==> config.mk <==
export PLATFORM = sky130hd
export DESIGN_NAME = hall_speed_and_range_estimator_unit
export DESIGN_NICKNAME = d
export VERILOG_FILES = /design/src/hdl/hsre_pkg.sv /design/src/hdl/hsre_div100.sv /design/src/hdl/hall_speed_and_range_estimator_unit.sv
export SDC_FILE = /design/constraint.sdc
export NUM_CORES = 2
export LEC_CHECK = 0
export BUFFER_PORTS_ARGS = -buffer_cell sky130_fd_sc_hd__buf_2
export CAP_MARGIN = 25
export CORE_MARGIN = 3
export CORE_UTILIZATION = 45
export CTS_BUF_LIST = sky130_fd_sc_hd__clkbuf_4
export DETAILED_ROUTE_END_ITERATION = 10
export HOLD_SLACK_MARGIN = 0.12
export SLEW_MARGIN = 20
export SYNTH_ARGS = -nofsm -noshare
export SYNTH_HDL_FRONTEND = slang
export SYNTH_SLANG_ARGS = --single-unit
==> constraint.sdc <==
create_clock -name clk -period 7.3 [get_ports clk]
set_clock_uncertainty 0.15 [all_clocks]
set_input_delay 0.73 -clock clk [delete_from_list [all_inputs] [get_ports clk]]
set_output_delay 0.73 -clock clk [all_outputs]
set_load 0.02 [all_outputs]
==> src/hdl/hsre_pkg.sv <==
`timescale 1ns / 1ps

package hsre_pkg;

  // Field and port widths.
  localparam int unsigned SPEED_W     = 16;
  localparam int unsigned COUNT_W     = 32;
  localparam int unsigned EDGE_W      = 15;
  localparam int unsigned SOC_W       = 11;
  localparam int unsigned SOC_Q_W     = 7;
  localparam int unsigned REM_W       = 7;
  localparam int unsigned IN_TDATA_W  = 16;
  localparam int unsigned IN_TUSER_W  = 2;
  localparam int unsigned OUT_TDATA_W = SPEED_W + 2 * COUNT_W;

  // Default depth of the moving-average window.
  localparam int unsigned WINDOW_DEPTH_DEF = 4;

  // Edge count saturates here so that three times the count fits in 16 bits.
  localparam logic [EDGE_W-1:0] EDGE_LIMIT = 15'd21845;

  // Charge in whole percent never goes above this.
  localparam logic [SOC_Q_W-1:0] SOC_Q_LIMIT = 7'd100;

  // Range is scaled by percent; the divisor and its reciprocal for small values.
  localparam logic [REM_W:0] DIV_CONST   = 8'd100;
  localparam int unsigned    RECIP_W     = 13;
  localparam logic [RECIP_W-1:0] RECIP_100 = 13'd5243;
  localparam int unsigned    RECIP_SHIFT = 19;
  localparam int unsigned    FIX_W       = 2 * SOC_Q_W + RECIP_W;

  // Reciprocal of 100 for a full 32-bit count: ceil(2^38 / 100), exact for any count.
  localparam logic [COUNT_W-1:0] DIV_RECIP = 32'd2748779070;
  localparam int unsigned        DIV_SHIFT = 38;

  // Item kinds carried on the input tuser.
  typedef enum logic [IN_TUSER_W-1:0] {
    ACT_SAMPLE = 2'd0,
    ACT_TICK   = 2'd1,
    ACT_RELOAD = 2'd2
  } action_t;

  // Full-range count split as quotient and remainder by 100.
  typedef struct packed {
    logic [COUNT_W-1:0] quot;
    logic [REM_W-1:0]   rem;
  } div_res_t;

endpackage

==> src/hdl/hsre_div100.sv <==
`timescale 1ns / 1ps

module hsre_div100 (
  input  logic                         clk,
  input  logic                         rst_n,
  input  logic                         start,
  input  logic [hsre_pkg::COUNT_W-1:0] dividend,
  output logic                         busy,
  output hsre_pkg::div_res_t           res
);
  import hsre_pkg::*;

  logic                 busy_r, busy_nxt;
  logic                 step_r, step_nxt;
  logic [COUNT_W-1:0]   dvd_r, dvd_nxt;
  logic [COUNT_W-1:0]   quot_r, quot_nxt;
  logic [REM_W-1:0]     rem_r, rem_nxt;
  logic [2*COUNT_W-1:0] q_prod;
  logic [COUNT_W-1:0]   q_back;

  // Quotient by reciprocal multiplication in the first busy cycle.
  assign q_prod = (2*COUNT_W)'(dvd_r) * (2*COUNT_W)'(DIV_RECIP);

  // The part of the count that the quotient covers; the rest is the remainder.
  assign q_back = quot_r * COUNT_W'(DIV_CONST);

  always_comb begin
    busy_nxt = busy_r;
    step_nxt = step_r;
    dvd_nxt  = dvd_r;
    quot_nxt = quot_r;
    rem_nxt  = rem_r;
    if (busy_r) begin
      if (!step_r) begin
        quot_nxt = COUNT_W'(q_prod[2*COUNT_W-1:DIV_SHIFT]);
        step_nxt = 1'b1;
      end else begin
        rem_nxt  = REM_W'(dvd_r - q_back);
        busy_nxt = 1'b0;
      end
    end else if (start) begin
      busy_nxt = 1'b1;
      step_nxt = 1'b0;
      dvd_nxt  = dividend;
    end
  end

  // Quotient and remainder reset to zero so an unconfigured range reads as zero.
  always_ff @(posedge clk) begin
    if (!rst_n) begin
      busy_r <= 1'b0;
      step_r <= 1'b0;
      dvd_r  <= '0;
      quot_r <= '0;
      rem_r  <= '0;
    end else begin
      busy_r <= busy_nxt;
      step_r <= step_nxt;
      dvd_r  <= dvd_nxt;
      quot_r <= quot_nxt;
      rem_r  <= rem_nxt;
    end
  end

  assign busy     = busy_r;
  assign res.quot = quot_r;
  assign res.rem  = rem_r;

endmodule

==> src/hdl/hall_speed_and_range_estimator_unit.sv <==
`timescale 1ns / 1ps
// Hall speed and range estimator.
// Input channel (in_*): one transaction per item. in_tuser holds the item kind
// (sample the hall level, interval tick, reload the remaining range from the
// state of charge); in_tdata holds the hall level and the charge.
// Output channel (out_*): exactly one transaction per input item, in order,
// carrying the filtered speed, the running hall total and the remaining range
// as they stand after that item.
// Config channel (cfg_*): writes the full-charge range count. Each write starts
// a split of the count by 100 (reciprocal multiply, then remainder), and
// cfg_ready and in_tready stay low until the split is done.
// Throughput is one item per cycle while out_tready stays high and no split
// runs; a reload item holds in_tready low while its range product goes
// through a second register stage. After an input transaction the state
// registers update, then the output register loads and raises out_tvalid.
// When the receiver stalls, one finished result waits in the output register
// and one more in the state registers; then in_tready drops until out_tready.
// Reset clears the window, counters, range and configuration to zero.
module hall_speed_and_range_estimator_unit #(
  parameter int unsigned WINDOW_DEPTH = hsre_pkg::WINDOW_DEPTH_DEF
) (
  input  logic                             clk,
  input  logic                             rst_n,
  input  logic                             in_tvalid,
  output logic                             in_tready,
  // [0] hall_level, [11:1] battery_soc, [15:12] zero
  input  logic [hsre_pkg::IN_TDATA_W-1:0]  in_tdata,
  // [1:0] action
  input  logic [hsre_pkg::IN_TUSER_W-1:0]  in_tuser,
  output logic                             out_tvalid,
  input  logic                             out_tready,
  // [15:0] speed_filtered, [47:16] hall_total, [79:48] range_remaining
  output logic [hsre_pkg::OUT_TDATA_W-1:0] out_tdata,
  input  logic                             cfg_valid,
  output logic                             cfg_ready,
  input  logic [hsre_pkg::COUNT_W-1:0]     cfg_data
);
  import hsre_pkg::*;

  localparam int unsigned LG    = $clog2(WINDOW_DEPTH);
  localparam int unsigned SUM_W = SPEED_W + LG;
  localparam int unsigned SH    = SUM_W + LG;
  localparam int unsigned MUL_W = SUM_W + 2;
  localparam int unsigned PRD_W = SUM_W + MUL_W;
  localparam longint unsigned MEAN_RECIP_L =
    ((64'd1 << SH) + WINDOW_DEPTH - 1) / WINDOW_DEPTH;
  localparam logic [MUL_W-1:0] MEAN_M = MUL_W'(MEAN_RECIP_L);

  // Input fields.
  action_t            act;
  logic               in_lvl;
  logic [SOC_W-1:0]   in_soc;
  logic               in_fire;
  logic               cfg_fire;

  // Configuration split.
  logic               div_busy;
  div_res_t           div_res;

  // State.
  logic               last_level_r, last_level_nxt;
  logic [EDGE_W-1:0]  edge_count_r, edge_count_nxt;
  logic [SPEED_W-1:0] hist_r [WINDOW_DEPTH];
  logic [SPEED_W-1:0] hist_nxt [WINDOW_DEPTH];
  logic [SUM_W-1:0]   sum_r, sum_nxt;
  logic [COUNT_W-1:0] total_r, total_nxt;
  logic [COUNT_W-1:0] remaining_r, remaining_nxt;

  // Pipeline control.
  logic               v1_r, v1_nxt;
  logic               rl_pend_r, rl_pend_nxt;
  logic               out_valid_r, out_valid_nxt;
  logic               out_load;

  // Reload products.
  logic [COUNT_W-1:0]   qa_r;
  logic [2*SOC_Q_W-1:0] qb_r;
  logic [COUNT_W+SOC_Q_W-1:0] qa_wide;
  logic [2*SOC_Q_W-1:0] qb_wide;
  logic [FIX_W-1:0]     fix_prod;
  logic [REM_W-1:0]     fix;
  logic [SOC_Q_W-1:0]   soc_sh, soc_q;

  // Tick arithmetic.
  logic [SPEED_W:0]   per_wide;
  logic [SPEED_W-1:0] per;

  // Output stage.
  logic [PRD_W-1:0]   mean_prod;
  logic [SPEED_W-1:0] out_speed_r;
  logic [COUNT_W-1:0] out_total_r;
  logic [COUNT_W-1:0] out_range_r;

  assign act      = action_t'(in_tuser);
  assign in_lvl   = in_tdata[0];
  assign in_soc   = in_tdata[SOC_W:1];
  assign in_fire  = in_tvalid & in_tready;
  assign cfg_fire = cfg_valid & cfg_ready;

  hsre_div100 u_div (
    .clk      (clk),
    .rst_n    (rst_n),
    .start    (cfg_fire),
    .dividend (cfg_data),
    .busy     (div_busy),
    .res      (div_res)
  );

  // Per-interval full-hall changes: three times the single-hall edge count.
  assign per_wide = {1'b0, edge_count_r, 1'b0} + {2'b00, edge_count_r};
  assign per      = per_wide[SPEED_W-1:0];

  // Whole percent of charge, clamped to 100.
  assign soc_sh  = in_soc[SOC_W-1:4];
  assign soc_q   = (soc_sh > SOC_Q_LIMIT) ? SOC_Q_LIMIT : soc_sh;
  assign qa_wide = (COUNT_W+SOC_Q_W)'(soc_q) * (COUNT_W+SOC_Q_W)'(div_res.quot);
  assign qb_wide = (2*SOC_Q_W)'(soc_q) * (2*SOC_Q_W)'(div_res.rem);

  // floor(q*rem/100) by reciprocal; the product stays below 10000.
  assign fix_prod = FIX_W'(qb_r) * FIX_W'(RECIP_100);
  assign fix      = fix_prod[RECIP_SHIFT +: REM_W];

  // State update for the accepted item.
  always_comb begin
    last_level_nxt = last_level_r;
    edge_count_nxt = edge_count_r;
    hist_nxt       = hist_r;
    sum_nxt        = sum_r;
    total_nxt      = total_r;
    remaining_nxt  = remaining_r;
    if (rl_pend_r) begin
      remaining_nxt = qa_r + COUNT_W'(fix);
    end
    if (in_fire) begin
      unique case (act)
        ACT_SAMPLE: begin
          if (in_lvl != last_level_r) begin
            last_level_nxt = in_lvl;
            if (edge_count_r < EDGE_LIMIT) begin
              edge_count_nxt = edge_count_r + 1'b1;
            end
          end
        end
        ACT_TICK: begin
          total_nxt = total_r + COUNT_W'(per);
          sum_nxt   = sum_r - SUM_W'(hist_r[0]) + SUM_W'(per);
          for (int k = 0; k < WINDOW_DEPTH - 1; k++) begin
            hist_nxt[k] = hist_r[k+1];
          end
          hist_nxt[WINDOW_DEPTH-1] = per;
          remaining_nxt = (remaining_r > COUNT_W'(per)) ?
                          (remaining_r - COUNT_W'(per)) : '0;
          edge_count_nxt = '0;
        end
        ACT_RELOAD: begin
          total_nxt = '0;
        end
        default: ;
      endcase
    end
  end

  // Pipeline control: the state holds one result until the output register takes it.
  assign out_load  = v1_r & (~out_valid_r | out_tready);
  assign in_tready = ~div_busy & ~rl_pend_r & (~v1_r | out_load);
  assign cfg_ready = ~div_busy;

  always_comb begin
    rl_pend_nxt = 1'b0;
    if (in_fire) begin
      v1_nxt      = (act != ACT_RELOAD);
      rl_pend_nxt = (act == ACT_RELOAD);
    end else if (rl_pend_r) begin
      v1_nxt = 1'b1;
    end else if (out_load) begin
      v1_nxt = 1'b0;
    end else begin
      v1_nxt = v1_r;
    end
    if (out_load) begin
      out_valid_nxt = 1'b1;
    end else if (out_tready) begin
      out_valid_nxt = 1'b0;
    end else begin
      out_valid_nxt = out_valid_r;
    end
  end

  always_ff @(posedge clk) begin
    if (!rst_n) begin
      last_level_r <= 1'b0;
      edge_count_r <= '0;
      hist_r       <= '{default: '0};
      sum_r        <= '0;
      total_r      <= '0;
      remaining_r  <= '0;
      v1_r         <= 1'b0;
      rl_pend_r    <= 1'b0;
      out_valid_r  <= 1'b0;
    end else begin
      last_level_r <= last_level_nxt;
      edge_count_r <= edge_count_nxt;
      hist_r       <= hist_nxt;
      sum_r        <= sum_nxt;
      total_r      <= total_nxt;
      remaining_r  <= remaining_nxt;
      v1_r         <= v1_nxt;
      rl_pend_r    <= rl_pend_nxt;
      out_valid_r  <= out_valid_nxt;
    end
  end

  // Reload products, finished in the following cycle.
  always_ff @(posedge clk) begin
    if (in_fire && (act == ACT_RELOAD)) begin
      qa_r <= qa_wide[COUNT_W-1:0];
      qb_r <= qb_wide;
    end
  end

  // Window mean by reciprocal multiplication, taken into the output register.
  assign mean_prod = PRD_W'(sum_r) * PRD_W'(MEAN_M);

  always_ff @(posedge clk) begin
    if (out_load) begin
      out_speed_r <= mean_prod[SH +: SPEED_W];
      out_total_r <= total_r;
      out_range_r <= remaining_r;
    end
  end

  assign out_tvalid = out_valid_r;
  assign out_tdata  = {out_range_r, out_total_r, out_speed_r};

  // A reload is followed by its reload stage, with no result pending yet.
  a_reload_pend : assert property (@(posedge clk) disable iff (!rst_n)
    in_fire && (act == ACT_RELOAD) |=> rl_pend_r && !v1_r)
    else $error("reload did not enter its second stage");

  // Outside the reload stage the remaining range never grows.
  a_range_falls : assert property (@(posedge clk) disable iff (!rst_n)
    !rl_pend_r |=> remaining_r <= $past(remaining_r))
    else $error("remaining range grew without a reload");

  // State is frozen while its result waits for the output register.
  a_state_held : assert property (@(posedge clk) disable iff (!rst_n)
    v1_r && !out_load |=> $stable(total_r) && $stable(remaining_r) && $stable(sum_r))
    else $error("state changed under a pending result");

  // No item or write is taken while the range split runs.
  a_div_block : assert property (@(posedge clk) disable iff (!rst_n)
    div_busy |-> !in_tready && !cfg_ready)
    else $error("transaction accepted during range split");

endmodule

==> summary.md <==
| Metric | Value |
|---|---|
| Cell area power density | `about 280 mW/mm²` |
| Worst rel slew slack | `between 30% and 40%` |
| Drt via density | `about 5.1` |
| Fmax achieved | `between 0.1 and 0.15 GHz` |
| Synth area leader | `fa_1` |
| Slack of the critical path | `about 0.16 ns` |
| Yosys top cell area share | `approximately 28%` |
| First-pass GRT wire length | `176000 µm` |
| Core area | `0.0952 mm²` |
| Num ports | `138` |
| Die Height | `between 300 and 400 µm` |
| Layout Nets | `approximately 6200` |
| Cell count after synthesis | `between 4000 and 5000` |
| Arr. time, crit path | `~7.7 ns` |
| Crit end category | `register` |
| Pre-CTS setup slack | `-0.199 ns` |
| Hpwl dp | `89700 µm` |
| Critical path class | `register to register` |
| Syn Nets | `between 5000 and 6000` |
| Initial antenna violation count | `4` |
| Drt drc | `0` |
| Max Fanout on Critical Path | `5` |
| Slew Viols, Final | `0` |
| Largest cells by area after synthesis | `fa_1 (28%), ha_1 (19%), dfxtp_1 (11%)` |
| GRT overflow | `0` |
| Crit path max-delay cell type | `fa_2` |
| Most frequent cells after synthesis | `inv_1 (913), ha_1 (654), fa_1 (614)` |
| Clock Tree Buf Depth | `3` |
| Count leader, synth | `inv_1` |
| Final wirelength | `around 110000 µm` |
| Starting Density | `between 40 and 50%` |
| WP data required | `just under 8 ns` |
| Synthesized cell area | `0.0432 mm²` |
| Total power | `~14000 µW` |
| Row count | `between 100 and 150` |
| IR drop worst, VDD | `roughly 0.4 mV` |
| Synth Register Bits | `around 360` |
| Number of flops mapped to enable cells by yosys | `126` |
| Outcome | `finished, final reports clean` |
| Main flop type after synthesis | `dfxtp_1` |
| Drt pass-1 iters | `5` |
| H-tree levels | `3` |
| Final GP Congestion | `just over 0.9` |
| Syn avg cell area | `roughly 9.5 µm²` |
| Share of layout cells above drive strength 1 | `between 10% and 20%` |
| Maxcap violations | `0` |
| Yosys warning count | `0` |
| Avg WL per Cell | `approximately 17 µm` |
| Tot GR Track Use | `between 20% and 30%` |
| CTS tree | `yes` |
| Worst path bufs/invs | `8` |
| Cell Area, Placed | `around 0.047 mm²` |
| Clock-pin transition on the worst setup and hold timing paths | `0.07 ns` |
| Hold Fails Final Rpt | `0` |
| Die ar. | `roughly 0.1 mm²` |
| Netlist cell types | `81` |
| Least-Margin Pin Slew | `approximately 1.0 ns` |
| Fin area | `a little under 0.05 mm²` |
| Vias | `~32000` |
| Crit path max-delay family | `adder cells` |
| CTS buffer count | `102` |
| Minimum clock period | `a little over 7 ns` |
| Fin util | `52.0%` |
| DR iter-0 viols | `1719` |
| Post-DRT Antenna Nets | `0` |
| Post-synth ARST share | `0%` |
| Sequential-to-total area share from yosys stat | `between 10% and 20%` |
| IO Port Bufs | `~130` |
| Vias in the first global route | `32800` |
| Sinks on Clock Net | `358` |
| CP Launch Type | `register` |
| Clk_lat worst skew | `~0.95 ns` |
| Pleak | `roughly 0.025 µW` |
| Hold Slack | `0.220 ns` |
| Unrepaired setup endpoints after global routing | `yes` |
| Hold crit path type | `input pin to register` |
| Slowest cell delay on critical path | `about 0.56 ns` |
| Root Buffer | `clkbuf_4` |
| Largest net degree at the start of global routing | `a little over 90` |
| Fin crit share | `around 100%` |
| Area growth, synth to finish | `14.5%` |
| Finish-stage setup viols | `0` |
| Width of the die | `between 300 and 400 µm` |
==> cell type report <==
| type | count | area [µm²] |
|---|---|---|
| Fill cell | 8878 | 45700 |
| Multi-Input combinational cell | 3130 | 31600 |
| Sequential cell | 358 | 8470 |
| Inverter | 914 | 3440 |
| Timing Repair Buffer | 403 | 2940 |
| Tap cell | 1265 | 1580 |
| Clock buffer | 135 | 1010 |
| Clock inverter | 58 | 394 |
| Antenna cell | 4 | 10.0 |
==> kinds of logic (layout without fill, tap and decap cells) <==
| group | count (synthesis) | in the layout | synth area share, % |
|---|---|---|---|
| xor gates and xnor gates | 163 | 163 | 3.30 |
| and+or+nand+nor | 1022 | 1022 | 10.8 |
| buffers and inverters | 1045 | 1510 | 9.09 |
| other | 0 | 4 | 0 |
| DFF | 358 | 358 | 19.5 |
| adders and majority gates | 1268 | 1268 | 47.4 |
| muxes | 8 | 8 | 0.194 |
| AOI/OAI and AO/OA | 669 | 669 | 9.78 |
==> tightest hold or removal path: cells and delay by family <==
family,cells,cell delay (ns)
AND/OR/NAND/NOR,1,0.17
buffers and inverters,2,0.32
==> worst paths after layout <==
kind,cells after the start,slack (ns),start,endpoint
setup reg to reg,26,0.16,u_div.dvd_r[13],u_div.quot_r[24]
hold / removal,3,0.22,rst_n,remaining_r[1]
hold reg to reg,2,0.27,hist_r[28],hist_r[44]
setup / recovery,26,0.16,u_div.dvd_r[13],u_div.quot_r[24]
==> power breakdown <==
group | leakage (µW) | switching, µW | internal (µW)
logic | 0.0208 | 5360 | 4340
registers | 0.00306 | 167 | 2230
clock network | 0.000810 | 963 | 1030
==> timing repair <==
action	4_1_cts	5_1_grt
setup buffers	8	19
pin swaps	24	65
setup endpoints to repair	17	41
hold endpoints to repair	38	0
hold buffers	37	0
resized for setup	32	153
==> registers in the layout, summed over array words and instances, names as in the netlist <==
name and flops:
last_level_r 1, qa_r 32, out_tvalid 1, rl_pend_r 1
u_div.busy 1, u_div.quot_r 26, edge_count_r 15, u_div.rem_r 7
sum_r 18, out_speed_r 16, hist_r 64, remaining_r 32
out_total_r 32, u_div.step_r 1, total_r 32, out_range_r 32
qb_r 14, u_div.dvd_r 32, v1_r 1
==> cell usage in the layout, fill, tap and decap left out, types with 37 or more instances in the layout <==
cell           synthesis  final
fa_1                 614    593
clkinv_1               1     39
xor2_1                57     55
nand3_1               69     69
and3_1                40     39
dlygate4sd3_1          0     37
ha_1                 654    618
a21o_1                90     90
o21ai_0               98     91
nor2_1               149    143
clkbuf_4               0    135
xnor2_1              106     99
a21oi_1              271    264
dfxtp_1              232    210
buf_2                  4    130
buf_4                  1    216
edfxtp_1             126    126
and2_1                63     63
nand2_1              509    506
inv_1                913    897
==> routing by layer <==
metal	wire length [µm]	share of wire (%)	GRT usage, %	vias to the layer above
met5	0	0	0	-
met4	2200	2.0	5.16	0
met3	6060	5.6	3.34	139
met2	51100	47	37.1	692
met1	49800	46	31.2	15600
li1	-	-	-	15500
==> stage by stage <==
step,setup TNS (ns),std cells
6_report,0,6267
5_1_grt,-0.338,6267
2_1_floorplan,0,4533
3_5_place_dp,-0.889,6008
4_1_cts,0,6245
3_3_place_gp,-0.264,6007
No activity file was read; power rests on OpenSTA's default activity.
